[src/sv/pbme_pkg.sv]
package pbme_pkg;

  // Pipeline depth of one color lane, from the input register to the output register.
  localparam int unsigned NUM_STAGES = 7;

  localparam logic [8:0] WEIGHT_ONE = 9'd256;

  localparam logic [4:0] MODE_NORMAL      = 5'd0;
  localparam logic [4:0] MODE_LIGHTEN     = 5'd1;
  localparam logic [4:0] MODE_DARKEN      = 5'd2;
  localparam logic [4:0] MODE_MULTIPLY    = 5'd3;
  localparam logic [4:0] MODE_AVERAGE     = 5'd4;
  localparam logic [4:0] MODE_ADD         = 5'd5;
  localparam logic [4:0] MODE_SUBTRACT    = 5'd6;
  localparam logic [4:0] MODE_DIFFERENCE  = 5'd7;
  localparam logic [4:0] MODE_NEGATION    = 5'd8;
  localparam logic [4:0] MODE_SCREEN      = 5'd9;
  localparam logic [4:0] MODE_EXCLUSION   = 5'd10;
  localparam logic [4:0] MODE_OVERLAY     = 5'd11;
  localparam logic [4:0] MODE_SOFT_LIGHT  = 5'd12;
  localparam logic [4:0] MODE_HARD_LIGHT  = 5'd13;
  localparam logic [4:0] MODE_COLOR_DODGE = 5'd14;
  localparam logic [4:0] MODE_COLOR_BURN  = 5'd15;
  localparam logic [4:0] MODE_LIN_DODGE   = 5'd16;
  localparam logic [4:0] MODE_LIN_BURN    = 5'd17;
  localparam logic [4:0] MODE_LIN_LIGHT   = 5'd18;
  localparam logic [4:0] MODE_VIVID_LIGHT = 5'd19;
  localparam logic [4:0] MODE_PIN_LIGHT   = 5'd20;
  localparam logic [4:0] MODE_HARD_MIX    = 5'd21;
  localparam logic [4:0] MODE_REFLECT     = 5'd22;
  localparam logic [4:0] MODE_GLOW        = 5'd23;
  localparam logic [4:0] MODE_PHOENIX     = 5'd24;
  localparam logic [4:0] MODE_DIVIDE      = 5'd25;

  localparam logic REG_BLEND_MODE = 1'b0;
  localparam logic REG_MIX_WEIGHT = 1'b1;

  // Per-channel operands that ride along the divider stages.
  typedef struct packed {
    logic [7:0] s;
    logic [7:0] m;
    logic [7:0] d;    // derived mask for the linear, vivid and pin light modes
    logic       lo;   // mask below half
    logic [8:0] aux;  // product result scaled by 1/255 or 1/256
  } ctx_t;

  // Floor of x/255 for x below 255 * 2^9 = 130560, using 256q + r = 255q + (q + r).
  function automatic logic [8:0] div255(input logic [16:0] x);
    logic [8:0] q;
    logic [9:0] r;
    q = x[16:8];
    r = {2'b00, x[7:0]} + {1'b0, q};
    if (r >= 10'd255) begin
      r = r - 10'd255;
      q = q + 9'd1;
    end
    if (r >= 10'd255) begin
      q = q + 9'd1;
    end
    return q;
  endfunction

endpackage

[src/sv/pbme_div.sv]
// Pipelined restoring divider, three quotient bits per stage. The quotient
// saturates to all ones when it would not fit in nine bits.
module pbme_div (
  input  logic              clk_i,
  input  logic [2:0]        en_i,
  input  logic [15:0]       num_i,
  input  logic [7:0]        den_i,
  input  pbme_pkg::ctx_t    ctx_i,
  output logic [8:0]        quo_o,
  output pbme_pkg::ctx_t    ctx_o
);

  logic [8:0]     rem_q [3];
  logic [8:0]     quo_q [3];
  logic [15:0]    num_q [3];
  logic [7:0]     den_q [3];
  logic           ovf_q [3];
  pbme_pkg::ctx_t ctx_q [3];

  for (genvar k = 0; k < 3; k++) begin : g_stage
    logic [8:0]     rem_in;
    logic [8:0]     quo_in;
    logic [15:0]    num_in;
    logic [7:0]     den_in;
    logic           ovf_in;
    pbme_pkg::ctx_t ctx_in;
    logic [8:0]     rem_d;
    logic [8:0]     quo_d;

    if (k == 0) begin : g_first
      assign rem_in = {2'b00, num_i[15:9]};
      assign quo_in = '0;
      assign num_in = num_i;
      assign den_in = den_i;
      assign ovf_in = ({1'b0, num_i[15:9]} >= den_i);
      assign ctx_in = ctx_i;
    end else begin : g_next
      assign rem_in = rem_q[k-1];
      assign quo_in = quo_q[k-1];
      assign num_in = num_q[k-1];
      assign den_in = den_q[k-1];
      assign ovf_in = ovf_q[k-1];
      assign ctx_in = ctx_q[k-1];
    end

    always_comb begin
      rem_d = rem_in;
      quo_d = quo_in;
      for (int j = 0; j < 3; j++) begin
        rem_d = {rem_d[7:0], num_in[8 - 3*k - j]};
        if (rem_d >= {1'b0, den_in}) begin
          rem_d = rem_d - {1'b0, den_in};
          quo_d[8 - 3*k - j] = 1'b1;
        end
      end
    end

    always_ff @(posedge clk_i) begin
      if (en_i[k]) begin
        rem_q[k] <= rem_d;
        quo_q[k] <= quo_d;
        num_q[k] <= num_in;
        den_q[k] <= den_in;
        ovf_q[k] <= ovf_in;
        ctx_q[k] <= ctx_in;
      end
    end
  end

  assign quo_o = ovf_q[2] ? 9'h1FF : quo_q[2];
  assign ctx_o = ctx_q[2];

endmodule

[src/sv/pbme_lane.sv]
// One color channel: operand select and multiply, scaling, division,
// blend function and final weighted mix.
module pbme_lane (
  input  logic                              clk_i,
  input  logic [pbme_pkg::NUM_STAGES-1:0]   en_i,
  input  logic [4:0]                        mode_i,
  input  logic [8:0]                        weight_i,
  input  logic [7:0]                        s_i,
  input  logic [7:0]                        m_i,
  output logic [7:0]                        res_o
);

  // Stage 1: operands and product.
  logic [8:0]  mul_a;
  logic [7:0]  mul_b;
  logic [7:0]  half_m;
  logic [16:0] prod_q;
  logic [7:0]  s1_q, m1_q;

  always_comb begin
    half_m = {1'b0, m_i[7:1]};
    mul_a  = '0;
    mul_b  = '0;
    unique case (mode_i)
      pbme_pkg::MODE_MULTIPLY, pbme_pkg::MODE_EXCLUSION: begin
        mul_a = {1'b0, s_i};
        mul_b = m_i;
      end
      pbme_pkg::MODE_SCREEN: begin
        mul_a = {1'b0, ~s_i};
        mul_b = ~m_i;
      end
      pbme_pkg::MODE_OVERLAY: begin
        mul_a = m_i[7] ? {1'b0, ~s_i} : {1'b0, s_i};
        mul_b = m_i[7] ? ~m_i : m_i;
      end
      pbme_pkg::MODE_HARD_LIGHT: begin
        mul_a = s_i[7] ? {1'b0, ~s_i} : {1'b0, s_i};
        mul_b = s_i[7] ? ~m_i : m_i;
      end
      pbme_pkg::MODE_SOFT_LIGHT: begin
        if (!s_i[7]) begin
          mul_a = {half_m + 8'd64, 1'b0};
          mul_b = s_i;
        end else begin
          mul_a = {8'd191 - half_m, 1'b0};
          mul_b = ~s_i;
        end
      end
      pbme_pkg::MODE_REFLECT: begin
        mul_a = {1'b0, s_i};
        mul_b = s_i;
      end
      pbme_pkg::MODE_GLOW: begin
        mul_a = {1'b0, m_i};
        mul_b = m_i;
      end
      pbme_pkg::MODE_DIVIDE: begin
        mul_a = 9'd255;
        mul_b = s_i;
      end
      default: begin
        mul_a = '0;
        mul_b = '0;
      end
    endcase
  end

  always_ff @(posedge clk_i) begin
    if (en_i[0]) begin
      prod_q <= 17'(mul_a * mul_b);
      s1_q   <= s_i;
      m1_q   <= m_i;
    end
  end

  // Stage 2: scaling by 1/255 or 1/256 and divider operand select.
  logic [16:0]    scale_in;
  pbme_pkg::ctx_t ctx2_d, ctx2_q;
  logic [15:0]    num_d, num_q;
  logic [7:0]     den_d, den_q;

  always_comb begin
    ctx2_d.s  = s1_q;
    ctx2_d.m  = m1_q;
    ctx2_d.d  = {m1_q[6:0], 1'b0};
    ctx2_d.lo = ~m1_q[7];
    scale_in  = prod_q;
    num_d     = prod_q[15:0];
    den_d     = '0;
    unique case (mode_i)
      pbme_pkg::MODE_EXCLUSION, pbme_pkg::MODE_OVERLAY, pbme_pkg::MODE_HARD_LIGHT: begin
        scale_in = {prod_q[15:0], 1'b0};
      end
      pbme_pkg::MODE_SOFT_LIGHT: begin
        scale_in = s1_q[7] ? prod_q + 17'd254 : prod_q;
      end
      pbme_pkg::MODE_COLOR_DODGE: begin
        num_d = {s1_q, 8'd0};
        den_d = ~m1_q;
      end
      pbme_pkg::MODE_COLOR_BURN: begin
        num_d = {~s1_q, 8'd0};
        den_d = m1_q;
      end
      pbme_pkg::MODE_VIVID_LIGHT, pbme_pkg::MODE_HARD_MIX: begin
        num_d = m1_q[7] ? {s1_q, 8'd0} : {~s1_q, 8'd0};
        den_d = m1_q[7] ? ~ctx2_d.d : ctx2_d.d;
      end
      pbme_pkg::MODE_REFLECT: begin
        den_d = ~m1_q;
      end
      pbme_pkg::MODE_GLOW: begin
        den_d = ~s1_q;
      end
      pbme_pkg::MODE_DIVIDE: begin
        den_d = m1_q;
      end
      default: begin
        scale_in = prod_q;
      end
    endcase
    // Screen scales by 1/256, everything else by 1/255.
    ctx2_d.aux = (mode_i == pbme_pkg::MODE_SCREEN) ? prod_q[16:8]
                                                    : pbme_pkg::div255(scale_in);
  end

  always_ff @(posedge clk_i) begin
    if (en_i[1]) begin
      ctx2_q <= ctx2_d;
      num_q  <= num_d;
      den_q  <= den_d;
    end
  end

  // Stages 3 to 5: division.
  logic [8:0]     quo;
  pbme_pkg::ctx_t ctx5;

  pbme_div u_div (
    .clk_i (clk_i),
    .en_i  (en_i[4:2]),
    .num_i (num_q),
    .den_i (den_q),
    .ctx_i (ctx2_q),
    .quo_o (quo),
    .ctx_o (ctx5)
  );

  // Stage 6: blend function.
  logic [7:0] s6, m6, d6;
  logic [7:0] quo_sat;
  logic [8:0] sum_sm;
  logic [8:0] sum_sd;
  logic [7:0] diff_sm;
  logic [9:0] excl;
  logic [7:0] blend_d, partner_d;
  logic       bypass_d;
  logic [7:0] blend_q, partner_q, src_q;
  logic       bypass_q;

  always_comb begin
    s6       = ctx5.s;
    m6       = ctx5.m;
    d6       = ctx5.d;
    quo_sat  = (quo > 9'd255) ? 8'd255 : quo[7:0];
    sum_sm   = {1'b0, s6} + {1'b0, m6};
    sum_sd   = {1'b0, s6} + {1'b0, d6};
    diff_sm  = (s6 > m6) ? s6 - m6 : m6 - s6;
    excl     = {1'b0, sum_sm} - {1'b0, ctx5.aux};
    blend_d  = '0;
    partner_d = m6;
    bypass_d = 1'b0;
    unique case (mode_i)
      pbme_pkg::MODE_NORMAL: begin
        bypass_d  = (m6 == 8'd0);
        partner_d = s6;
        blend_d   = m6;
      end
      pbme_pkg::MODE_LIGHTEN:    blend_d = (s6 > m6) ? s6 : m6;
      pbme_pkg::MODE_DARKEN:     blend_d = (s6 < m6) ? s6 : m6;
      pbme_pkg::MODE_MULTIPLY:   blend_d = ctx5.aux[7:0];
      pbme_pkg::MODE_AVERAGE:    blend_d = sum_sm[8:1];
      pbme_pkg::MODE_ADD, pbme_pkg::MODE_LIN_DODGE: begin
        blend_d = sum_sm[8] ? 8'd255 : sum_sm[7:0];
      end
      pbme_pkg::MODE_SUBTRACT, pbme_pkg::MODE_LIN_BURN: begin
        blend_d = (sum_sm < 9'd255) ? 8'd0 : 8'(sum_sm - 9'd255);
      end
      pbme_pkg::MODE_DIFFERENCE: blend_d = diff_sm;
      pbme_pkg::MODE_NEGATION: begin
        blend_d = (sum_sm > 9'd255) ? 8'(9'd510 - sum_sm) : sum_sm[7:0];
      end
      pbme_pkg::MODE_SCREEN:     blend_d = ~ctx5.aux[7:0];
      pbme_pkg::MODE_EXCLUSION:  blend_d = (excl > 10'd255) ? 8'd255 : excl[7:0];
      pbme_pkg::MODE_OVERLAY:    blend_d = m6[7] ? ~ctx5.aux[7:0] : ctx5.aux[7:0];
      pbme_pkg::MODE_SOFT_LIGHT: begin
        if (!s6[7]) begin
          blend_d = ctx5.aux[7:0];
        end else begin
          blend_d = (ctx5.aux >= 9'd255) ? 8'd0 : ~ctx5.aux[7:0];
        end
      end
      pbme_pkg::MODE_HARD_LIGHT: begin
        partner_d = s6;
        blend_d   = s6[7] ? ~ctx5.aux[7:0] : ctx5.aux[7:0];
      end
      pbme_pkg::MODE_COLOR_DODGE, pbme_pkg::MODE_REFLECT: begin
        blend_d = (m6 == 8'd255) ? m6 : quo_sat;
      end
      pbme_pkg::MODE_COLOR_BURN: begin
        blend_d = (m6 == 8'd0 || quo >= 9'd255) ? 8'd0 : ~quo[7:0];
      end
      pbme_pkg::MODE_LIN_LIGHT: begin
        partner_d = d6;
        if (ctx5.lo) begin
          blend_d = (sum_sd < 9'd255) ? 8'd0 : 8'(sum_sd - 9'd255);
        end else begin
          blend_d = sum_sd[8] ? 8'd255 : sum_sd[7:0];
        end
      end
      pbme_pkg::MODE_VIVID_LIGHT, pbme_pkg::MODE_HARD_MIX: begin
        partner_d = d6;
        if (ctx5.lo) begin
          blend_d = (d6 == 8'd0 || quo >= 9'd255) ? 8'd0 : ~quo[7:0];
        end else begin
          blend_d = quo_sat;
        end
      end
      pbme_pkg::MODE_PIN_LIGHT: begin
        partner_d = d6;
        if (ctx5.lo) begin
          blend_d = (s6 < d6) ? s6 : d6;
        end else begin
          blend_d = (s6 > d6) ? s6 : d6;
        end
      end
      pbme_pkg::MODE_GLOW: begin
        partner_d = s6;
        blend_d   = (s6 == 8'd255) ? s6 : quo_sat;
      end
      pbme_pkg::MODE_PHOENIX:    blend_d = ~diff_sm;
      pbme_pkg::MODE_DIVIDE:     blend_d = (m6 == 8'd0) ? 8'd255 : quo_sat;
      default:                   bypass_d = 1'b1;
    endcase
  end

  always_ff @(posedge clk_i) begin
    if (en_i[5]) begin
      blend_q   <= blend_d;
      partner_q <= partner_d;
      bypass_q  <= bypass_d;
      src_q     <= s6;
    end
  end

  // Stage 7: mix as 256*B + w*(P - B), then shift by eight; bypass passes the source and hard mix thresholds.
  logic signed [9:0]  wt_s;
  logic signed [9:0]  diff_s;
  logic signed [19:0] term;
  logic signed [19:0] mix_sum;
  logic [7:0]         mixed;
  logic [7:0]         res_d, res_q;

  always_comb begin
    wt_s    = $signed({1'b0, weight_i});
    diff_s  = $signed({2'b00, partner_q}) - $signed({2'b00, blend_q});
    term    = wt_s * diff_s;
    mix_sum = $signed({4'b0000, blend_q, 8'd0}) + term;
    mixed   = mix_sum[15:8];
    if (bypass_q) begin
      res_d = src_q;
    end else if (mode_i == pbme_pkg::MODE_HARD_MIX) begin
      res_d = mixed[7] ? 8'd255 : 8'd0;
    end else begin
      res_d = mixed;
    end
  end

  always_ff @(posedge clk_i) begin
    if (en_i[6]) begin
      res_q <= res_d;
    end
  end

  assign res_o = res_q;

endmodule

[src/sv/pixel_blend_mode_engine.sv]
// Throughput: one pixel per cycle while the output stream accepts results; three channel
// lanes run in parallel and the divider in each lane is pipelined at three quotient
// bits per stage.
// Reset: rst_ni clears all pipeline valid bits, sets blend_mode to normal and
// mix_weight to 256 (full weight); no clearing pass is needed.
module pixel_blend_mode_engine (
  input  logic        clk_i,
  input  logic        rst_ni,
  // Configuration write port.
  input  logic        cfg_we_i,
  input  logic        cfg_idx_i,
  input  logic [8:0]  cfg_data_i,
  // Input stream.
  input  logic        s_axis_tvalid_i,
  output logic        s_axis_tready_o,
  input  logic [63:0] s_axis_tdata_i,   // [31:0] src_pixel, [63:32] mask_pixel
  input  logic        s_axis_tlast_i,   // end_of_frame
  // Output stream.
  output logic        m_axis_tvalid_o,
  input  logic        m_axis_tready_i,
  output logic [31:0] m_axis_tdata_o,   // [31:0] result_pixel
  output logic        m_axis_tlast_o    // end_of_frame_res
);

  localparam int unsigned NS = pbme_pkg::NUM_STAGES;

  // Configuration registers. Writes must come only while the pipeline is empty; the block does not enforce it.
  logic [4:0] mode_q;
  logic [8:0] weight_q;
  logic [8:0] weight_eff;

  always_ff @(posedge clk_i or negedge rst_ni) begin
    if (!rst_ni) begin
      mode_q   <= pbme_pkg::MODE_NORMAL;
      weight_q <= pbme_pkg::WEIGHT_ONE;
    end else if (cfg_we_i) begin
      if (cfg_idx_i == pbme_pkg::REG_BLEND_MODE) begin
        mode_q <= cfg_data_i[4:0];
      end else begin
        weight_q <= cfg_data_i;
      end
    end
  end

  // A weight above one acts as one.
  assign weight_eff = (weight_q > pbme_pkg::WEIGHT_ONE) ? pbme_pkg::WEIGHT_ONE : weight_q;

  // Pipeline control. Each stage advances when it is empty or when the stage
  // after it advances, so bubbles collapse and the input keeps flowing while
  // a finished item waits at the output, as long as an empty stage remains ahead.
  logic [NS-1:0] valid_q;
  logic [NS-1:0] en;
  logic [NS-1:0] last_q;

  always_comb begin
    en[NS-1] = !valid_q[NS-1] || m_axis_tready_i;
    for (int k = NS - 2; k >= 0; k--) begin
      en[k] = !valid_q[k] || en[k+1];
    end
  end

  always_ff @(posedge clk_i or negedge rst_ni) begin
    if (!rst_ni) begin
      valid_q <= '0;
    end else begin
      if (en[0]) begin
        valid_q[0] <= s_axis_tvalid_i;
      end
      for (int k = 1; k < NS; k++) begin
        if (en[k]) begin
          valid_q[k] <= valid_q[k-1];
        end
      end
    end
  end

  // The frame marker travels beside the lanes.
  always_ff @(posedge clk_i) begin
    if (en[0]) begin
      last_q[0] <= s_axis_tlast_i;
    end
    for (int k = 1; k < NS; k++) begin
      if (en[k]) begin
        last_q[k] <= last_q[k-1];
      end
    end
  end

  // Three channel lanes: red, green and blue.
  logic [7:0] chan_res [3];

  for (genvar c = 0; c < 3; c++) begin : g_lane
    pbme_lane u_lane (
      .clk_i    (clk_i),
      .en_i     (en),
      .mode_i   (mode_q),
      .weight_i (weight_eff),
      .s_i      (s_axis_tdata_i[8*c +: 8]),
      .m_i      (s_axis_tdata_i[32 + 8*c +: 8]),
      .res_o    (chan_res[c])
    );
  end

  // Merge: opaque alpha over the three blended channels.
  assign m_axis_tdata_o  = {8'hFF, chan_res[2], chan_res[1], chan_res[0]};
  assign m_axis_tvalid_o = valid_q[NS-1];
  assign m_axis_tlast_o  = last_q[NS-1];
  assign s_axis_tready_o = en[0];

endmodule
[config.mk]
export PLATFORM = sky130hd
export DESIGN_NAME = pixel_blend_mode_engine
export DESIGN_NICKNAME = d
export VERILOG_FILES = /design/src/sv/pbme_pkg.sv /design/src/sv/pbme_div.sv /design/src/sv/pbme_lane.sv /design/src/sv/pixel_blend_mode_engine.sv
export SDC_FILE = /design/constraint.sdc
export NUM_CORES = 2
export LEC_CHECK = 0
export BUFFER_PORTS_ARGS = -buffer_cell sky130_fd_sc_hd__buf_2
export CORE_UTILIZATION = 55
export DETAILED_ROUTE_END_ITERATION = 8
export HOLD_SLACK_MARGIN = 0.03
export PLACE_DENSITY = 0.71
export SLEW_MARGIN = 20
export SYNTH_ARGS = -nofsm -noshare
export SYNTH_HDL_FRONTEND = slang
export SYNTH_SLANG_ARGS = --single-unit
[constraint.sdc]
create_clock -name clk_i -period 11.1 [get_ports clk_i]
set_input_delay 0.555 -clock clk_i [delete_from_list [all_inputs] [get_ports clk_i]]
set_output_delay 0.555 -clock clk_i [all_outputs]
set_load 0.02 [all_outputs]
---- Word-level counts from Yosys, hierarchy flattened ----
Memory sizes are Yosys's and may differ from the RTL's.
Index checks and enable logic that the tools add are counted.
Widths: inputs -> output; s select.
operators by class
  $add $sub $neg .......................... 78
  $mul .................................... 6
  div/mod/pow operators ................... 0
  order comparisons ....................... 70
  eq/ne operators ......................... 31
  shifts and indexed selects .............. 0
  multiplexer cells ....................... 208
  bitwise gates (word level) .............. 28
  reductions and logical operators ........ 41
operator list
  cell                   number
  $mux 8                 117
  $pmux 8 s22            3
  $mux 9                 25
  $ge 9x8->1             24
  $not 8->8              24
  $sub 8x8->8            24
  $pmux 9 s7             3
  $pmux 16 s3            3
  $pmux 8 s6             3
  $pmux 17 s2            3
  $pmux 8 s4             3
  $sub 9x8->9            9
  $ge 10x8->1 const B    6
  $add 8x8->9            6
  $add 9x1->9 const B    6
  $ge 9x8->1 const B     6
  $gt 9x8->1 const B     6
  $lt 9x8->1 const B     6
  $add 17x8->17 const B  3
  $mul 9x8->17           3
  $mux 17                3
  $eq 5x5->1 const B     10
  $add 16x16->16         3
  $eq 8x8->1 const B     6
  other kinds (34)       157
word-level totals
  bits in registers ....................... 397
  latch bits .............................. 0
  memory bits (writable) .................. 693
  memory bits (read-only) ................. 0
  output and inout port bits .............. 35
  logic and storage cells ................. 541
  memories ................................ 18
memories
  name                          words  bits a word  read ports  clocked after memory_dff  wr ports  line            RTL
  g_lane[0].u_lane.u_div.ctx_q  3      34           3           0                         3         pbme_div.sv:18  pbme_pkg::ctx_t ctx_q [3];
  g_lane[1].u_lane.u_div.ctx_q  3      34           3           0                         3         pbme_div.sv:18
  g_lane[2].u_lane.u_div.ctx_q  3      34           3           0                         3         pbme_div.sv:18
  g_lane[0].u_lane.u_div.num_q  3      16           2           0                         3         pbme_div.sv:15  logic [15:0] num_q [3];
  g_lane[1].u_lane.u_div.num_q  3      16           2           0                         3         pbme_div.sv:15
  g_lane[2].u_lane.u_div.num_q  3      16           2           0                         3         pbme_div.sv:15
  12 more memories              -      -            -           -                         -         -

---- Depth between registers and ports, before layout ----
  depth after elaboration ................. 9
  depth in mapped cells ................... 38
  mapped depth without buffers ............ 37

---- Modules after synthesis ----
A second synthesis with hierarchy kept.
unflattened totals
  cells, all modules ...................... 7911
  area, all modules ....................... 76746.1 um^2
by module, submodules not included
  module                        times used  cells each  area each (um^2)  sequential area each (um^2)
  pbme_div                      3           719         9171.3            4924.7
  pbme_lane (g_lane[2].u_lane)  1           1934        16281.9           3483.3
  pbme_lane (g_lane[0].u_lane)  1           1868        15929.0           3483.3
  pbme_lane (g_lane[1].u_lane)  1           1872        15864.0           3483.3
  pixel_blend_mode_engine       1           80          1157.4            737.0

---- Least setup slack after synthesis ----
No wires, ideal clock.
  path kind ............................... in2reg
  start ................................... in m_axis_tready_i
  end ..................................... reg g_lane[0].u_lane.ctx2_q[0] in the netlist's numbering, enable pin
  data arrival time ....................... 7.889 ns
  required time ........................... 9.450 ns
  path slack .............................. 1.561 ns
  stages .................................. 4
  buffers on the path ..................... 0
  cell sequence ........................... nor2b_1 nand3_1 nor2_1 nand3_1
on the way
  cells in the longest elaborated chain, start to end .. 6
ends and longest elaborated chain
  what                            line                           RTL
  start, declared                 pixel_blend_mode_engine.sv:20  input logic m_axis_tready_i,
  $logic_or 1x1->1                pixel_blend_mode_engine.sv:56  en[NS-1] = !valid_q[NS-1] || m_axis_tready_i;
  $logic_or 1x1->1 (2 in series)  pixel_blend_mode_engine.sv:58  en[k] = !valid_q[k] || en[k+1];
  net en[4]                       pixel_blend_mode_engine.sv:52  logic [NS-1:0] en;
  $logic_or 1x1->1 (3 in series)  pixel_blend_mode_engine.sv:58
  net en[1]                       pixel_blend_mode_engine.sv:52
  end signal, assigned            pbme_lane.sv:130               ctx2_q <= ctx2_d;
  end, declared                   pbme_lane.sv:79                pbme_pkg::ctx_t ctx2_d, ctx2_q;
The timed path passes the listed nets, and every way through them passes these cells.
A chain may end at the register's enable or synchronous reset.

==> results list <==
- Post-DR vias/cell: between 6 and 7
- Final setup violation count: 0
* Final cell count without fillers: around 9000
- Vias in the first global route: between 50000 and 60000
* Most prevalent standard cell on the critical path: o21ai_0
* Yosys Warn Count: 0
- met2 is the most crowded layer.
- Hold depth: 2
* Die area: 129000 um^2
- Chip Width: 359 um
- The total overflow left after global routing is 0.
- In this run the remaining antenna-violating nets after routing total 0.
* Clock slew at the register clock pins of the worst setup and hold paths: 60 ps
- Area leader, netlist: edfxtp_1
* Hold path startpoint: s_axis_tvalid_i
- At the pin with the least slew margin, the transition time is approximately 1200 ps.
* Simple-gate share of the synthesized area: 13.7%
* Buffer levels on the longest clock path: 3
- Share of the synthesized area in the top cell type: approximately a third
- In the final timing run, aggregate negative setup slack is 0 ps.
- The layout has 10700 filler cells.
- Initial core utilization: between 50% and 60%
- Compound-cell area share of the yosys netlist: 16.4%
- The number of pins with negative max-slew slack in the final report was 0.
* Ranking of synthesized cells by area: edfxtp_1 33%, ha_1 12%, fa_1 9.7%
- TritonCTS clock tree: done
- Total half-perimeter wirelength after legalization and detailed placement: around 150000 um
* H-tree levels: 3
- Data required time at the worst endpoint: between 10000 and 15000 ps
* CP Max Fanout: 14
- The floorplan has 130 rows.
- Post-synth EDFFs: 775
- Clock tree synthesis found a total of 796 sinks.
- Of the total synthesized cell area, the portion taken by XOR and XNOR cells is roughly 4.8%.
* Clk_lat worst skew: 700 ps
- In the final design database the tool counted about 8400 nets.
* Setup repair after global routing missed its margin: no
- Counting tap cells, the placed design contains a total of 8879 instances.
* Worst-case reg-to-reg path depth: 35
- Clock skew on the completed layout was measured at 17.0 ps.
* Top achievable clock speed: between 100 and 150 MHz
- TritonCTS created 85 clock buffers.
- The first routing iteration left around 5300 violations.
- After synthesis, the netlist uses between 100 and 150 different library cells.
* Combinational family with the most area after synthesis: adder cells
* Fraction of layout cells with a size suffix above 1: 7.39%
* Slack of the worst reg-to-reg path: just over 2000 ps
- Global routing consumed, on the met1 layer, between 30% and 40% of the routing resources.
- Fraction of synthesized area in multiplexers: approximately 3.4%
- DRC Markers: 0
* Total routing resource utilization after global routing: slightly below 30%
- Iteration count of the initial detailed-routing pass: 8
* Portion of the post-synthesis area used by sequential elements: about a third
* Avg Synthesized Cell Area: 9.60 um^2
- The number of hold violations in the final report is 0.
* Critical Path End Type: flip-flop
- between 100 and 150 I/O pins were placed.
- Reg-to-reg critical path endpoint: g_lane[0].u_lane.u_div.rem_q[0][6]$_DFFE_PP_
- STA classifies the critical path startpoint as a flip-flop.
- The tool flagged a number of max-cap violations equal to 0.
* Outcome: completed
- Hold/Removal Path Class: input pin to flip-flop
- Of all flip-flops after synthesis, the portion carrying an async set or reset was 2.64%.
- Critical setup path kind: flip-flop to flip-flop
- The first global-routing pass estimated approximately 300000 um of wire.
- Routability-driven placement finished with a final weighted congestion of between 0.9 and 1.
* Dominant register cell in the synthesized netlist: edfxtp_1
- Pin count of the biggest net entering global routing: 85
* Number of register bits inferred by synthesis: between 700 and 800
- Dividing the detail-routed wire length by the instance count gives roughly 21 um.
- Wirelength, routed: 191000 um
- Cells resized by post-CTS repair: 0
- The largest single stage delay on the critical path is about 840 ps.
* Launch point of the worst reg-to-reg path: g_lane[0].u_lane.den_q[0]$_DFFE_PP_
* Arrival time of the worst setup path: 9460 ps
* Number of port buffers: 90
* Clk root buf: clkbuf_16
* Antenna violations before repair: 2
* Worst rel slew slack: between 10% and 20%
- Met2 usage in global routing: between 40% and 50%
- End point of the most critical hold path: valid_q[0]$_DFFE_PN0P_
- Summing the areas of all fa, ha and maj instances in the mapped netlist gives a little over a fifth of the synthesized area.
* Max stage delay cell, worst path: a21oi_1
- In the finished design, the share of the clock period the worst path needs comes to about four fifths.
* Post-Synthesis Cell Area: between 60000 and 70000 um^2
* Core ar.: 126000 um^2
- Synthesized instance count: around 7300
- Relative to the synthesized area, the layout overhead comes to 7.75%.
- The worst path in the final design needs a cycle of around 9000 ps, including I/O delays and setup.
* Number of setup buffers added after CTS: 0
- In the global route stage, met3 resource usage came out at 4.92%.
- Die span in y: between 300 and 400 um
- Number of hold buffers added after cts: 2
- Summing over every cut layer, the via total after detailed routing is between 50000 and 60000.
[area by class of cell]
| cell class | count | area, um^2 | area share [%] |
|---|---|---|---|
| inverter | 901 | 3390 | 4.50 |
| multi-input combinational | 5334 | 41900 | 55.6 |
| tap | 1650 | 2060 | 2.74 |
| clock buffer | 97 | 2200 | 2.92 |
| antenna | 2 | 5.00 | 0.00664 |
| timing repair buffer | 200 | 1280 | 1.70 |
| clock inverter | 56 | 701 | 0.930 |
| sequential | 796 | 23800 | 31.6 |
[stage by stage]
step / hold slack (ps) / utilization, % / instance area [um^2] / setup slack [ps]
6_report: 87.0 / 59.8 / 75300 / 2080
5_1_grt: 77.8 / 59.8 / 75300 / 1290
2_1_floorplan: 259 / - / 70000 / 1560
3_3_place_gp: 401 / 57.5 / 72400 / 2400
4_1_cts: 43.7 / 59.8 / 75300 / 2140
3_5_place_dp: 405 / 57.5 / 72400 / 2210
[worst max path at each step]
stage               cells past startpoint  slack, ps                           startpoint                                            to
floorplan                               4       1560                      m_axis_tready_i          g_lane[0].u_lane.ctx2_q[0]$_DFFE_PP_
finish                                 35       2080  g_lane[0].u_lane.den_q[0]$_DFFE_PP_  g_lane[0].u_lane.u_div.rem_q[0][6]$_DFFE_PP_
global placement                       35       2400  g_lane[0].u_lane.den_q[0]$_DFFE_PP_  g_lane[0].u_lane.u_div.rem_q[0][2]$_DFFE_PP_
detailed placement                     35       2210  g_lane[0].u_lane.den_q[0]$_DFFE_PP_  g_lane[0].u_lane.u_div.rem_q[0][6]$_DFFE_PP_
global route                           35       1290  g_lane[0].u_lane.den_q[0]$_DFFE_PP_  g_lane[0].u_lane.u_div.rem_q[0][6]$_DFFE_PP_
CTS                                    35       2140  g_lane[0].u_lane.den_q[0]$_DFFE_PP_  g_lane[0].u_lane.u_div.rem_q[0][6]$_DFFE_PP_
[cell usage after synthesis (20+ instances only)]
| library cell | n |
|---|---|
| inv_1 | 896 |
| edfxtp_1 | 775 |
| nand2_1 | 701 |
| ha_1 | 648 |
| nor2_1 | 478 |
| o21ai_0 | 436 |
| a21oi_1 | 377 |
| fa_1 | 339 |
| xnor2_1 | 266 |
| clkbuf_1 | 222 |
| mux2i_1 | 132 |
| nand2b_1 | 129 |
| nand3_1 | 113 |
| and2_1 | 110 |
| xor2_1 | 105 |
| nand4_1 | 100 |
| nor2b_1 | 98 |
| a21o_1 | 96 |
| mux2_2 | 95 |
| nor3_1 | 91 |
| o22ai_1 | 62 |
| a22oi_1 | 61 |
| a221oi_1 | 59 |
| o221ai_1 | 55 |
| a221o_1 | 52 |
| a21boi_0 | 50 |
| o211ai_1 | 48 |
| o21a_1 | 47 |
| o21bai_1 | 39 |
| a211oi_1 | 36 |
| and3_1 | 35 |
| or2_2 | 35 |
| a31oi_1 | 33 |
| a2111oi_0 | 28 |
| o31ai_1 | 28 |
| or3_1 | 27 |
| nor4_1 | 24 |
| dfrtp_1 | 20 |
| o2111ai_1 | 20 |
[critical path, delay by kind of cell (launching register included)]
kind / cells / cell delay [ps]
flip-flops: 1 / 450
multiplexers: 4 / 1950
buffers and inverters: 2 / 100
adder cells (fa/ha/maj): 4 / 1210
AND/OR/NAND/NOR: 3 / 300
AO/OA/AOI/OAI: 22 / 4770
[state kept, by name, summed over array words and instances, names as in the netlist, 27 cells and up]
signal,count
g_lane.u_lane.u_div.quo_q,54
g_lane.u_lane.u_div.den_q,48
g_lane.u_lane.prod_q,51
g_lane.u_lane.u_div.num_q,27
g_lane.u_lane.u_div.rem_q,48
g_lane.u_lane.ctx2_q,78
g_lane.u_lane.num_q,48
g_lane.u_lane.u_div.ctx_q,234
[cell usage in the layout (no fill, tap or decap), types with 48 or more instances in the layout]
master / synthesis / layout
mux2_2: 95 / 95
buf_4: 10 / 108
edfxtp_1: 775 / 775
a21oi_1: 377 / 377
o21ai_0: 436 / 436
a22oi_1: 61 / 61
clkbuf_16: 0 / 86
fa_1: 339 / 339
inv_1: 896 / 895
o211ai_1: 48 / 48
xnor2_1: 266 / 266
o221ai_1: 55 / 55
mux2i_1: 132 / 131
nor2_1: 478 / 470
and2_1: 110 / 110
o22ai_1: 62 / 62
ha_1: 648 / 648
nand2b_1: 129 / 129
nand4_1: 100 / 100
a21boi_0: 50 / 50
nor3_1: 91 / 81
nand2_1: 701 / 699
a21o_1: 96 / 96
nand3_1: 113 / 110
xor2_1: 105 / 105
a221o_1: 52 / 52
buf_2: 11 / 90
nor2b_1: 98 / 96
a221oi_1: 59 / 59
[per-layer routing]
metal | routed length (um) | share of wire (%)
met2 | 86800 | 45
met1 | 80800 | 42
met4 | 8180 | 4.3
met3 | 15600 | 8.2
met5 | 0 | 0
[cells by family after synthesis]
kind of cell | Yosys count
AOI/OAI and AO/OA | 1722
xor gates and xnor gates | 375
adders and majority gates | 988
buffers and inverters | 1163
DFF | 796
muxes | 228
other | 2
and+or+nand+nor | 2010
Power is left out: the tool's default activity adds up to more than one toggle a clock period on the data nets, which glitch-free logic cannot reach.
